[config.mk]
export PLATFORM = sky130hd
export DESIGN_NAME = box_subtract_3d
export DESIGN_NICKNAME = d
export VERILOG_FILES = /design/src/rtl/bsub3_pkg.sv /design/src/rtl/bsub3_axis_stage.sv /design/src/rtl/bsub3_serializer.sv /design/src/rtl/box_subtract_3d.sv
export SDC_FILE = /design/constraint.sdc
export NUM_CORES = 2
export LEC_CHECK = 0
export BUFFER_PORTS_ARGS = -buffer_cell sky130_fd_sc_hd__buf_2
export CELL_PAD_IN_SITES_DETAIL_PLACEMENT = 1
export CELL_PAD_IN_SITES_GLOBAL_PLACEMENT = 2
export CORE_MARGIN = 2
export CORE_UTILIZATION = 35
export CTS_BUF_LIST = sky130_fd_sc_hd__clkbuf_8
export DETAILED_ROUTE_END_ITERATION = 10
export PLACE_DENSITY_LB_ADDON = 0.05
export SLEW_MARGIN = 10
export SYNTH_ARGS = -nofsm -noshare
export SYNTH_HDL_FRONTEND = slang
export SYNTH_SLANG_ARGS = --single-unit
[constraint.sdc]
create_clock -name clk -period 55.5 [get_ports clk]
set_clock_uncertainty 0.1 [all_clocks]
set_input_delay 8.325 -clock clk [delete_from_list [all_inputs] [get_ports clk]]
set_output_delay 8.325 -clock clk [all_outputs]
set_load 0.02 [all_outputs]
[src/rtl/bsub3_pkg.sv]
// ----------------------------------------------------------------------------
// bsub3_pkg
// Shared constants and control types for the 3D box subtraction pipeline.
// ----------------------------------------------------------------------------
package bsub3_pkg;

    localparam int NUM_AXES   = 3;
    localparam int NUM_SLOTS  = 2 * NUM_AXES;   // low and high slab per axis
    localparam int NUM_COORDS = 4 * NUM_AXES;   // A lo/hi, B lo/hi

    // Per-request control that travels with the pieces down the pipeline.
    typedef struct packed {
        logic                 miss;      // B missed the remainder on some axis
        logic [NUM_SLOTS-1:0] slot_vld;  // which piece slots hold a result
    } slot_ctrl_t;

endpackage

[src/rtl/bsub3_axis_stage.sv]
// ----------------------------------------------------------------------------
// bsub3_axis_stage
// One pipeline stage: cuts the remainder box along one axis, fills that
// axis's low and high piece slots and shrinks the remainder.
// ----------------------------------------------------------------------------
module bsub3_axis_stage
    import bsub3_pkg::*;
#(
    parameter int COORD_WIDTH = 32,
    parameter int AXIS        = 0
)
(
    input  logic                                                 clk,
    input  logic                                                 rst_n,
    input  logic                                                 in_valid,
    output logic                                                 in_ready,
    input  logic [NUM_AXES-1:0][COORD_WIDTH-1:0]                 in_a_lo,
    input  logic [NUM_AXES-1:0][COORD_WIDTH-1:0]                 in_a_hi,
    input  logic [NUM_AXES-1:0][COORD_WIDTH-1:0]                 in_b_lo,
    input  logic [NUM_AXES-1:0][COORD_WIDTH-1:0]                 in_b_hi,
    input  logic [NUM_AXES-1:0][COORD_WIDTH-1:0]                 in_r_lo,
    input  logic [NUM_AXES-1:0][COORD_WIDTH-1:0]                 in_r_hi,
    input  logic [NUM_SLOTS-1:0][NUM_AXES-1:0][COORD_WIDTH-1:0]  in_p_lo,
    input  logic [NUM_SLOTS-1:0][NUM_AXES-1:0][COORD_WIDTH-1:0]  in_p_hi,
    input  slot_ctrl_t                                           in_ctrl,
    output logic                                                 out_valid,
    input  logic                                                 out_ready,
    output logic [NUM_AXES-1:0][COORD_WIDTH-1:0]                 out_a_lo,
    output logic [NUM_AXES-1:0][COORD_WIDTH-1:0]                 out_a_hi,
    output logic [NUM_AXES-1:0][COORD_WIDTH-1:0]                 out_b_lo,
    output logic [NUM_AXES-1:0][COORD_WIDTH-1:0]                 out_b_hi,
    output logic [NUM_AXES-1:0][COORD_WIDTH-1:0]                 out_r_lo,
    output logic [NUM_AXES-1:0][COORD_WIDTH-1:0]                 out_r_hi,
    output logic [NUM_SLOTS-1:0][NUM_AXES-1:0][COORD_WIDTH-1:0]  out_p_lo,
    output logic [NUM_SLOTS-1:0][NUM_AXES-1:0][COORD_WIDTH-1:0]  out_p_hi,
    output slot_ctrl_t                                           out_ctrl
);

    localparam int LO_SLOT = 2 * AXIS;
    localparam int HI_SLOT = 2 * AXIS + 1;

    logic                                                vld_reg;
    logic [NUM_AXES-1:0][COORD_WIDTH-1:0]                a_lo_reg, a_hi_reg;
    logic [NUM_AXES-1:0][COORD_WIDTH-1:0]                b_lo_reg, b_hi_reg;
    logic [NUM_AXES-1:0][COORD_WIDTH-1:0]                r_lo_reg, r_hi_reg;
    logic [NUM_AXES-1:0][COORD_WIDTH-1:0]                r_lo_next, r_hi_next;
    logic [NUM_SLOTS-1:0][NUM_AXES-1:0][COORD_WIDTH-1:0] p_lo_reg, p_hi_reg;
    logic [NUM_SLOTS-1:0][NUM_AXES-1:0][COORD_WIDTH-1:0] p_lo_next, p_hi_next;
    slot_ctrl_t                                          ctrl_reg, ctrl_next;
    logic                                                miss_here;
    logic                                                cut_low;
    logic                                                cut_high;
    logic                                                load;

    assign in_ready = !vld_reg || out_ready;
    assign load     = in_valid && in_ready;

    assign miss_here = $signed(in_b_lo[AXIS]) > $signed(in_r_hi[AXIS])
                    || $signed(in_b_hi[AXIS]) < $signed(in_r_lo[AXIS]);
    assign cut_low   = $signed(in_b_lo[AXIS]) > $signed(in_r_lo[AXIS]);
    assign cut_high  = $signed(in_b_hi[AXIS]) < $signed(in_r_hi[AXIS]);

    always_comb
    begin
        r_lo_next = in_r_lo;
        r_hi_next = in_r_hi;
        p_lo_next = in_p_lo;
        p_hi_next = in_p_hi;
        ctrl_next = in_ctrl;
        if (!in_ctrl.miss)
        begin
            if (miss_here)
            begin
                // drop everything found so far, A goes out alone
                ctrl_next.miss     = 1'b1;
                ctrl_next.slot_vld = NUM_SLOTS'(1);
                p_lo_next[0]       = in_a_lo;
                p_hi_next[0]       = in_a_hi;
            end
            else
            begin
                if (cut_low)
                begin
                    p_lo_next[LO_SLOT]       = in_r_lo;
                    p_hi_next[LO_SLOT]       = in_r_hi;
                    p_hi_next[LO_SLOT][AXIS] = in_b_lo[AXIS] - COORD_WIDTH'(1);
                    ctrl_next.slot_vld[LO_SLOT] = 1'b1;
                    r_lo_next[AXIS]          = in_b_lo[AXIS];
                end
                if (cut_high)
                begin
                    // low bound already shrunk by the low slab
                    p_lo_next[HI_SLOT]       = r_lo_next;
                    p_hi_next[HI_SLOT]       = in_r_hi;
                    p_lo_next[HI_SLOT][AXIS] = in_b_hi[AXIS] + COORD_WIDTH'(1);
                    ctrl_next.slot_vld[HI_SLOT] = 1'b1;
                    r_hi_next[AXIS]          = in_b_hi[AXIS];
                end
            end
        end
    end

    always_ff @(posedge clk or negedge rst_n)
    begin
        if (!rst_n)
        begin
            vld_reg <= 1'b0;
        end
        else if (in_ready)
        begin
            vld_reg <= in_valid;
        end
    end

    always_ff @(posedge clk)
    begin
        if (load)
        begin
            a_lo_reg <= in_a_lo;
            a_hi_reg <= in_a_hi;
            b_lo_reg <= in_b_lo;
            b_hi_reg <= in_b_hi;
            r_lo_reg <= r_lo_next;
            r_hi_reg <= r_hi_next;
            p_lo_reg <= p_lo_next;
            p_hi_reg <= p_hi_next;
            ctrl_reg <= ctrl_next;
        end
    end

    assign out_valid = vld_reg;
    assign out_a_lo  = a_lo_reg;
    assign out_a_hi  = a_hi_reg;
    assign out_b_lo  = b_lo_reg;
    assign out_b_hi  = b_hi_reg;
    assign out_r_lo  = r_lo_reg;
    assign out_r_hi  = r_hi_reg;
    assign out_p_lo  = p_lo_reg;
    assign out_p_hi  = p_hi_reg;
    assign out_ctrl  = ctrl_reg;

endmodule

[src/rtl/bsub3_serializer.sv]
// ----------------------------------------------------------------------------
// bsub3_serializer
// Holds one request's piece slots, sends the valid ones, or one empty result
// if none, lowest first, one per cycle unless stalled, via an output register.
// ----------------------------------------------------------------------------
module bsub3_serializer
    import bsub3_pkg::*;
#(
    parameter int COORD_WIDTH = 32
)
(
    input  logic                                                 clk,
    input  logic                                                 rst_n,
    input  logic                                                 in_valid,
    output logic                                                 in_ready,
    input  logic [NUM_SLOTS-1:0][NUM_AXES-1:0][COORD_WIDTH-1:0]  in_p_lo,
    input  logic [NUM_SLOTS-1:0][NUM_AXES-1:0][COORD_WIDTH-1:0]  in_p_hi,
    input  slot_ctrl_t                                           in_ctrl,
    output logic                                                 out_valid,
    input  logic                                                 out_ready,
    output logic [NUM_AXES-1:0][COORD_WIDTH-1:0]                 out_lo,
    output logic [NUM_AXES-1:0][COORD_WIDTH-1:0]                 out_hi,
    output logic                                                 out_empty,
    output logic                                                 out_last
);

    logic                                                item_vld_reg;
    logic [NUM_SLOTS-1:0]                                pend_reg;
    logic [NUM_SLOTS-1:0][NUM_AXES-1:0][COORD_WIDTH-1:0] p_lo_reg, p_hi_reg;
    logic                                                out_vld_reg;
    logic [NUM_AXES-1:0][COORD_WIDTH-1:0]                out_lo_reg, out_hi_reg;
    logic                                                out_empty_reg;
    logic                                                out_last_reg;

    logic [NUM_SLOTS-1:0]                                sel;
    logic [NUM_SLOTS-1:0]                                rest;
    logic                                                is_last;
    logic                                                out_load;
    logic                                                emit;
    logic                                                load;
    logic [NUM_AXES-1:0][COORD_WIDTH-1:0]                lo_pick, hi_pick;

    // lowest pending slot, one-hot
    assign sel      = pend_reg & (~pend_reg + NUM_SLOTS'(1));
    assign rest     = pend_reg & ~sel;
    assign is_last  = (rest == '0);
    assign out_load = !out_vld_reg || out_ready;
    assign emit     = item_vld_reg && out_load;
    assign in_ready = !item_vld_reg || (emit && is_last);
    assign load     = in_valid && in_ready;

    // no slot selected on an empty difference: bounds come out as zero
    always_comb
    begin
        lo_pick = '0;
        hi_pick = '0;
        for (int i = 0; i < NUM_SLOTS; i++)
        begin
            if (sel[i])
            begin
                lo_pick = lo_pick | p_lo_reg[i];
                hi_pick = hi_pick | p_hi_reg[i];
            end
        end
    end

    always_ff @(posedge clk or negedge rst_n)
    begin
        if (!rst_n)
        begin
            item_vld_reg <= 1'b0;
            pend_reg     <= '0;
            out_vld_reg  <= 1'b0;
        end
        else
        begin
            if (load)
            begin
                item_vld_reg <= 1'b1;
                pend_reg     <= in_ctrl.slot_vld;
            end
            else if (emit)
            begin
                item_vld_reg <= !is_last;
                pend_reg     <= rest;
            end

            if (emit)
            begin
                out_vld_reg <= 1'b1;
            end
            else if (out_ready)
            begin
                out_vld_reg <= 1'b0;
            end
        end
    end

    always_ff @(posedge clk)
    begin
        if (load)
        begin
            p_lo_reg <= in_p_lo;
            p_hi_reg <= in_p_hi;
        end
        if (emit)
        begin
            out_lo_reg    <= lo_pick;
            out_hi_reg    <= hi_pick;
            out_empty_reg <= (pend_reg == '0);
            out_last_reg  <= is_last;
        end
    end

    assign out_valid = out_vld_reg;
    assign out_lo    = out_lo_reg;
    assign out_hi    = out_hi_reg;
    assign out_empty = out_empty_reg;
    assign out_last  = out_last_reg;

endmodule

[src/rtl/box_subtract_3d.sv]
// ----------------------------------------------------------------------------
// box_subtract_3d
// Difference of two inclusive integer boxes in 3D, as up to six pieces.
// ----------------------------------------------------------------------------
// Each request carries boxes A and B; the block returns A minus B as one to
// six disjoint boxes, or one result with tuser set when nothing is left.
// Three pipeline stages cut the remainder along x, y and z in turn, a fourth
// holds the finished request while its pieces go out, and the output is
// registered. A new request enters every cycle as long as each yields a single
// result and m_axis_tready stays high; a request with several pieces sends them
// one per cycle while m_axis_tready is high, and the next request is taken by
// the final stage as the last piece goes out. tlast marks the final result of
// each request.
// ----------------------------------------------------------------------------
module box_subtract_3d
    import bsub3_pkg::*;
#(
    parameter int COORD_WIDTH = 32
)
(
    input  logic                                            clk,
    input  logic                                            rst_n,
    input  logic                                            s_axis_tvalid,
    output logic                                            s_axis_tready,
    // a_min_x, a_min_y, a_min_z, a_max_x, a_max_y, a_max_z,
    // b_min_x, b_min_y, b_min_z, b_max_x, b_max_y, b_max_z, zero pad
    input  logic [((NUM_COORDS*COORD_WIDTH+7)/8)*8-1:0]     s_axis_tdata,
    output logic                                            m_axis_tvalid,
    input  logic                                            m_axis_tready,
    // piece_min_x, piece_min_y, piece_min_z,
    // piece_max_x, piece_max_y, piece_max_z, zero pad
    output logic [((2*NUM_AXES*COORD_WIDTH+7)/8)*8-1:0]     m_axis_tdata,
    output logic                                            m_axis_tuser,  // no_pieces
    output logic                                            m_axis_tlast   // last_piece
);

    localparam int OUT_W = ((2 * NUM_AXES * COORD_WIDTH + 7) / 8) * 8;

    logic [NUM_AXES:0]                                             vld_c;
    logic [NUM_AXES:0]                                             rdy_c;
    logic [NUM_AXES:0][NUM_AXES-1:0][COORD_WIDTH-1:0]              a_lo_c, a_hi_c;
    logic [NUM_AXES:0][NUM_AXES-1:0][COORD_WIDTH-1:0]              b_lo_c, b_hi_c;
    logic [NUM_AXES:0][NUM_AXES-1:0][COORD_WIDTH-1:0]              r_lo_c, r_hi_c;
    logic [NUM_AXES:0][NUM_SLOTS-1:0][NUM_AXES-1:0][COORD_WIDTH-1:0] p_lo_c, p_hi_c;
    slot_ctrl_t [NUM_AXES:0]                                       ctrl_c;

    logic [NUM_AXES-1:0][COORD_WIDTH-1:0]                          pc_lo, pc_hi;

    assign vld_c[0]      = s_axis_tvalid;
    assign s_axis_tready = rdy_c[0];
    assign p_lo_c[0]     = '0;
    assign p_hi_c[0]     = '0;
    assign ctrl_c[0]     = '0;

    for (genvar d = 0; d < NUM_AXES; d++)
    begin : g_unpack
        assign a_lo_c[0][d] = s_axis_tdata[d*COORD_WIDTH +: COORD_WIDTH];
        assign a_hi_c[0][d] = s_axis_tdata[(NUM_AXES+d)*COORD_WIDTH +: COORD_WIDTH];
        assign b_lo_c[0][d] = s_axis_tdata[(2*NUM_AXES+d)*COORD_WIDTH +: COORD_WIDTH];
        assign b_hi_c[0][d] = s_axis_tdata[(3*NUM_AXES+d)*COORD_WIDTH +: COORD_WIDTH];
    end

    // remainder starts as A
    assign r_lo_c[0] = a_lo_c[0];
    assign r_hi_c[0] = a_hi_c[0];

    for (genvar g = 0; g < NUM_AXES; g++)
    begin : g_axis
        bsub3_axis_stage #(
            .COORD_WIDTH (COORD_WIDTH),
            .AXIS        (g)
        ) u_stage (
            .clk       (clk),
            .rst_n     (rst_n),
            .in_valid  (vld_c[g]),
            .in_ready  (rdy_c[g]),
            .in_a_lo   (a_lo_c[g]),
            .in_a_hi   (a_hi_c[g]),
            .in_b_lo   (b_lo_c[g]),
            .in_b_hi   (b_hi_c[g]),
            .in_r_lo   (r_lo_c[g]),
            .in_r_hi   (r_hi_c[g]),
            .in_p_lo   (p_lo_c[g]),
            .in_p_hi   (p_hi_c[g]),
            .in_ctrl   (ctrl_c[g]),
            .out_valid (vld_c[g+1]),
            .out_ready (rdy_c[g+1]),
            .out_a_lo  (a_lo_c[g+1]),
            .out_a_hi  (a_hi_c[g+1]),
            .out_b_lo  (b_lo_c[g+1]),
            .out_b_hi  (b_hi_c[g+1]),
            .out_r_lo  (r_lo_c[g+1]),
            .out_r_hi  (r_hi_c[g+1]),
            .out_p_lo  (p_lo_c[g+1]),
            .out_p_hi  (p_hi_c[g+1]),
            .out_ctrl  (ctrl_c[g+1])
        );
    end

    bsub3_serializer #(
        .COORD_WIDTH (COORD_WIDTH)
    ) u_serializer (
        .clk       (clk),
        .rst_n     (rst_n),
        .in_valid  (vld_c[NUM_AXES]),
        .in_ready  (rdy_c[NUM_AXES]),
        .in_p_lo   (p_lo_c[NUM_AXES]),
        .in_p_hi   (p_hi_c[NUM_AXES]),
        .in_ctrl   (ctrl_c[NUM_AXES]),
        .out_valid (m_axis_tvalid),
        .out_ready (m_axis_tready),
        .out_lo    (pc_lo),
        .out_hi    (pc_hi),
        .out_empty (m_axis_tuser),
        .out_last  (m_axis_tlast)
    );

    assign m_axis_tdata = OUT_W'({pc_hi, pc_lo});

endmodule
# Word level (Yosys, flattened, before mapping)

Cells that the tools add are included.

Bits in registers: 4449
Input bits: 388
Output and inout bits: 196
Logic and storage cells: 273

Add/subtract/negate cells: 7
Magnitude comparators: 12
Mux-type cells: 54
Bitwise logic cells: 19
Reduce and logical (&&, ||, !) cells: 29

Operators with widths:

| kind                    | count |
|---|---|
| $mux W96                | 24 |
| $or A96 B96 Y96         | 10 |
| $mux W32                | 10 |
| $gt A32 B32 Y1          | 6 |
| $lt A32 B32 Y1          | 6 |
| $add A32 B1 Y32 const B | 3 |
| $sub A32 B1 Y32 const B | 3 |
| $mux W6                 | 4 |
| $and A6 B6 Y6           | 2 |
| $logic_not A6 Y1        | 2 |
| $not A6 Y6              | 2 |
| $reduce_or A3 Y1        | 4 |
| $mux W1                 | 10 |
| $logic_or A1 B1 Y1      | 8 |
| $add A6 B1 Y6 const B   | 1 |
| $logic_and A1 B1 Y1     | 6 |
| $logic_not A1 Y1        | 6 |
| $mux W2                 | 3 |
| $mux W5                 | 1 |
| $not A1 Y1              | 5 |
| $mux W4                 | 1 |
| $reduce_bool A2 Y1      | 2 |
| $mux W3                 | 1 |
| $reduce_or A2 Y1        | 1 |

# Logic depth before layout (Yosys ltp)

Depth after elaboration: 14
Mapped depth: 14
Gate-level depth less buffers: 12

# Hierarchy

From an unflattened synthesis, not the netlist that was laid out.

Cells, all modules: 12262
Area total of the unflattened synthesis: 242333.7 um^2

By module, submodules not included:

| module                                | instances | cells an instance | area an instance (um^2) | seq. area each (um^2) |
|---|---|---|---|---|
| bsub3_axis_stage at g_axis[0].u_stage | 1         | 3791              | 66782.8                 | 52125.0 |
| bsub3_axis_stage at g_axis[1].u_stage | 1         | 3147              | 64709.6                 | 52125.0 |
| bsub3_axis_stage at g_axis[2].u_stage | 1         | 3008              | 63768.7                 | 52125.0 |
| bsub3_serializer                      | 1         | 2315              | 47068.9                 | 40619.0 |
| box_subtract_3d                       | 1         | 1                 | 3.8                     | 0.0 |

# Worst setup path after synthesis

No wires, ideal clock.

Path type: input-to-reg
Start point: input port m_axis_tready
End point: register u_serializer.pend_reg[1]
Library setup time: 199 ps
Arrival: 60518 ps
Required time: 55201 ps
Slack: -5317 ps
Stages on the path: 4
Path buffers: 0
Cell sequence: nand2b_1 > a21boi_0 > nor2_1 > a22o_1

Cells in the longest elaborated chain, start to end: 6
Elaborated cells on any way between the ends: 7
Classes of those cells: mux: 1; reduce/logical: 6

RTL lines:

| what                                                 | line                   | text |
|---|---|---|
| start: declaration                                   | box_subtract_3d.sv:29  | `input logic m_axis_tready,` |
| $logic_or A1 B1 Y1 *                                 | bsub3_serializer.sv:47 | `assign out_load = !out_vld_reg \|\| out_ready;` |
| $logic_and A1 B1 Y1 *                                | bsub3_serializer.sv:48 | `assign emit = item_vld_reg && out_load;` |
| $logic_and A1 B1 Y1 *                                | bsub3_serializer.sv:49 | `assign in_ready = !item_vld_reg \|\| (emit && is_last);` |
| $logic_or A1 B1 Y1 *                                 | bsub3_serializer.sv:49 |  |
| $logic_and A1 B1 Y1 *                                | bsub3_serializer.sv:50 | `assign load = in_valid && in_ready;` |
| net u_serializer.load                                | bsub3_serializer.sv:40 | `logic load;` |
| $mux W6 / $reduce_bool A2 Y1 (equally long branches) | n/a                    |  |
| end signal: assignment                               | bsub3_serializer.sv:80 | `pend_reg <= in_ctrl.slot_vld;` |
| end signal: assignment                               | bsub3_serializer.sv:85 | `pend_reg <= rest;` |
| end: declaration                                     | bsub3_serializer.sv:28 | `logic [NUM_SLOTS-1:0] pend_reg;` |

Mark *: on every way through the listed nets, which the timed path passes. The rest lies on a longest branch.
A chain may end at the register's enable or synchronous reset.

# Worst setup path after layout

Start point: input port m_axis_tready
End point: output port s_axis_tready

Cells in the longest elaborated chain, start to end: 7

RTL lines:

| what                            | line                   | text |
|---|---|---|
| $logic_or A1 B1 Y1              | bsub3_serializer.sv:47 |  |
| $logic_and A1 B1 Y1             | bsub3_serializer.sv:48 |  |
| $logic_and A1 B1 Y1             | bsub3_serializer.sv:49 |  |
| $logic_or A1 B1 Y1              | bsub3_serializer.sv:49 |  |
| $logic_or A1 B1 Y1 (3 in a row) | bsub3_axis_stage.sv:55 | `assign in_ready = !vld_reg \|\| out_ready;` |
| end: declaration                | box_subtract_3d.sv:24  | `output logic s_axis_tready,` |

Every way passes these cells.

==> results by group <==
Critical path
  • WP data required: 47,080 ps
  • CP arrival: 9680 ps
  • R2r endpoint: g_axis[0].u_stage.out_a_hi[29]
  • R2r startpoint: u_serializer.pend_reg[1]
  • CP Max Fanout: 5
  • Worst Setup Start Kind: input pin
  • R2R cell count: 9
  • Critical path capture point type: primary output
  • Crit Path Category: in -> out
  • R2R setup slack: 48,020 ps

Power and ir drop
  • Pwr Density: 68.0 mW/mm^2
  • Peak supply drop: 0.0678 mV
  • Total Power: 13.0 mW
  • Lkg Pwr: 67.3 nW

Timing
  • Worst-Margin Slew: 1190 ps
  • Max Slew Vio Count: 0
  • Final setup margin: 37,390 ps
  • # setup viols final: 0
  • Fmax achieved: 0.0552 GHz
  • TNS Setup: 0 ps
  • Max-slew headroom: 0.185
  • Tcrit/Tclk final: 0.326
  • Min Tclk post-route: 18,110 ps
  • RSZ-0062 raised after global routing: false
  • Hold Slack: 281 ps
  • Fin. Hold Viols: 0

Placed design
  • HPWL Detailed: 304,000 um
  • Port bufs: 583
  • GP Congestion: 0.805
  • Setup WS pre-CTS: 37,400 ps

Clock tree
  • CTS Sinks: 4,443
  • H-Tree Depth: 6
  • Post_cts resized: 0
  • Clk slew on worst S/H paths: 60 ps
  • CTS Buffer Depth: 4
  • Clock root cell: clkbuf_8
  • Post-CTS setup repair buffer count: 0
  • Post-CTS Hold Fix Bufs: 0
  • Clk_lat worst skew: 1260 ps
  • CTS Buf Count: 768
  • TritonCTS clock tree: done

Synthesis
  • Mapped Cells: 9,544
  • Commonest cells in the netlist: edfxtp_1 (4,432), nand2_1 (839), mux2_2 (481)
  • Fraction of registers with async set/reset: 0.00248
  • Post-synth EDFFs: 4,432
  • Prevailing post-synth register cell: edfxtp_1
  • Top post-synthesis cells by area: edfxtp_1 (80%), mux2_2 (3.3%), ha_1 (2.9%), nand2_1 (1.9%), and2_1 (1.7%)
  • Synth cell types: 64
  • Mapped Nets: 10.3k
  • Post-synthesis sequential area ratio: 0.801
  • Dominant cell type by area after synthesis: edfxtp_1
  • Ys Warns: 0
  • Synthesized flop and latch total: 4,443
  • Top-count cell post-synth: edfxtp_1
  • Netlist Area Pre-Place: 0.166 mm^2
  • Post-synth top area share: 0.799
  • Avg Inst Size Synth: 17.4 um^2

Worst hold path
  • Hold endpoint: g_axis[2].u_stage.out_p_hi[280]
  • Min-Delay Path Class: reg -> reg
  • Hold path startpoint: g_axis[1].u_stage.out_p_hi[280]
  • Hold Path Depth: 0

Detailed routing
  • DR iter-0 viols: 5,830
  • Post-route ant nets: 0
  • WL/cell: 28.3 um
  • Via Count: 88.0k
  • Initial DRT Pass Iterations: 7
  • WL final: 496,000 um
  • Avg Vias per Cell: 5.03
  • Met3 WL: 25,200 um
  • Met2 WL post-DR: 247,000 um
  • Uppermost routed layer: met5
  • Remaining DRCs: 0
  • WL met1: 211,000 um

Global routing
  • GR Overflow Total: 0
  • Total GRT Usage: 0.203
  • Initial antenna violation count: 120
  • Largest net degree at the start of global routing: 150
  • Number of global-route vias before repair: 95.1k
  • Global-route wire length before repair: 701,000 um

Floorplanning
  • Die Wd: 694 um
  • Row count: 253
  • Initial Util: 0.351
  • Die Ht: 694 um
  • Core Region: 0.474 mm^2
  • Die ar.: 0.481 mm^2
  • # IOs: 584

Layout
  • Area Growth Syn to Fin: 14.6%
  • Layout Utilization: 0.402
  • Share of cells above drive strength 1: 0.193
  • Final nets: 11.4k

Run
  • Max-Cap Viols: 0

Status
  • Status: finished clean
area by class of cell:
type,instances,area [um^2]
diodes,53,133
fillers,46700,283000
clock buffers,772,10600
flip-flops and latches,4443,133000
inverters,208,803
clock inverters,569,2810
multi-input cells,4471,30900
well taps,6247,7820
repair buffers,750,4310
kinds of logic after synthesis:
group	after synthesis	synth area share
adders and majority gates	385	0.0289
muxes	487	0.0329
AOI/OAI and AO/OA	1017	0.0417
and+or+nand+nor	2408	0.0718
DFF	4443	0.801
buffers and inverters	630	0.0146
xor gates and xnor gates	174	0.00915
layer usage:
metal / track usage / up-vias
li1: - / 39100
met5: 0 / -
met3: 0.0364 / 785
met2: 0.351 / 2111
met1: 0.262 / 45900
met4: 0.0549 / 56
critical path, stage by stage:
cell and delay [ps]:
buf_2 90, nand2b_1 170, a21boi_0 590, nand4_1 270, buf_2 230
through the flow:
stage / std cells / instance area, um^2
2_1_floorplan: 9544 / 167000
3_3_place_gp: 16100 / 177000
3_5_place_dp: 16100 / 177000
4_1_cts: 17500 / 191000
5_1_grt: 17500 / 191000
6_report: 17500 / 191000
worst max path at each step:
stage / from / to / slack, ps / depth (start not counted)
after floorplan: m_axis_tready / u_serializer.pend_reg[1] / 15010 / 4
final: m_axis_tready / s_axis_tready / 37390 / 5
after global routing: m_axis_tready / s_axis_tready / 37330 / 5
after global placement: m_axis_tready / s_axis_tready / 37470 / 5
after CTS: m_axis_tready / s_axis_tready / 37400 / 5
after detailed placement: m_axis_tready / s_axis_tready / 37400 / 5
where the power goes:
part | switching [mW] | total [mW] | internal, mW
combinational | 2.62 | 3.41 | 0.791
sequential | 0.611 | 6.87 | 6.26
clock | 1.35 | 2.68 | 1.33
cells in the final DEF (no fill, tap or decap), types with 31 or more instances in the layout:
cell | Yosys | layout
edfxtp_1 | 4432 | 4432
nand2_1 | 839 | 837
clkbuf_8 | 0 | 772
buf_2 | 25 | 583
mux2_2 | 481 | 481
inv_1 | 207 | 465
and2_1 | 465 | 460
ha_1 | 384 | 384
o21ai_0 | 279 | 279
nor2_1 | 270 | 267
nor3_1 | 240 | 240
and3_1 | 201 | 201
a221oi_1 | 195 | 195
a22oi_1 | 192 | 192
clkinv_1 | 0 | 186
buf_4 | 5 | 156
a21oi_1 | 104 | 104
nand3_1 | 101 | 98
nor4_1 | 92 | 91
xnor2_1 | 87 | 87
xor2_1 | 87 | 87
a21o_1 | 85 | 85
nand4_1 | 73 | 73
clkinv_2 | 0 | 55
diode_2 | 0 | 53
o31ai_1 | 43 | 42
a31oi_1 | 38 | 37
nand2b_1 | 33 | 33
nor2b_1 | 33 | 31
Power figures use the tool's default switching activity.
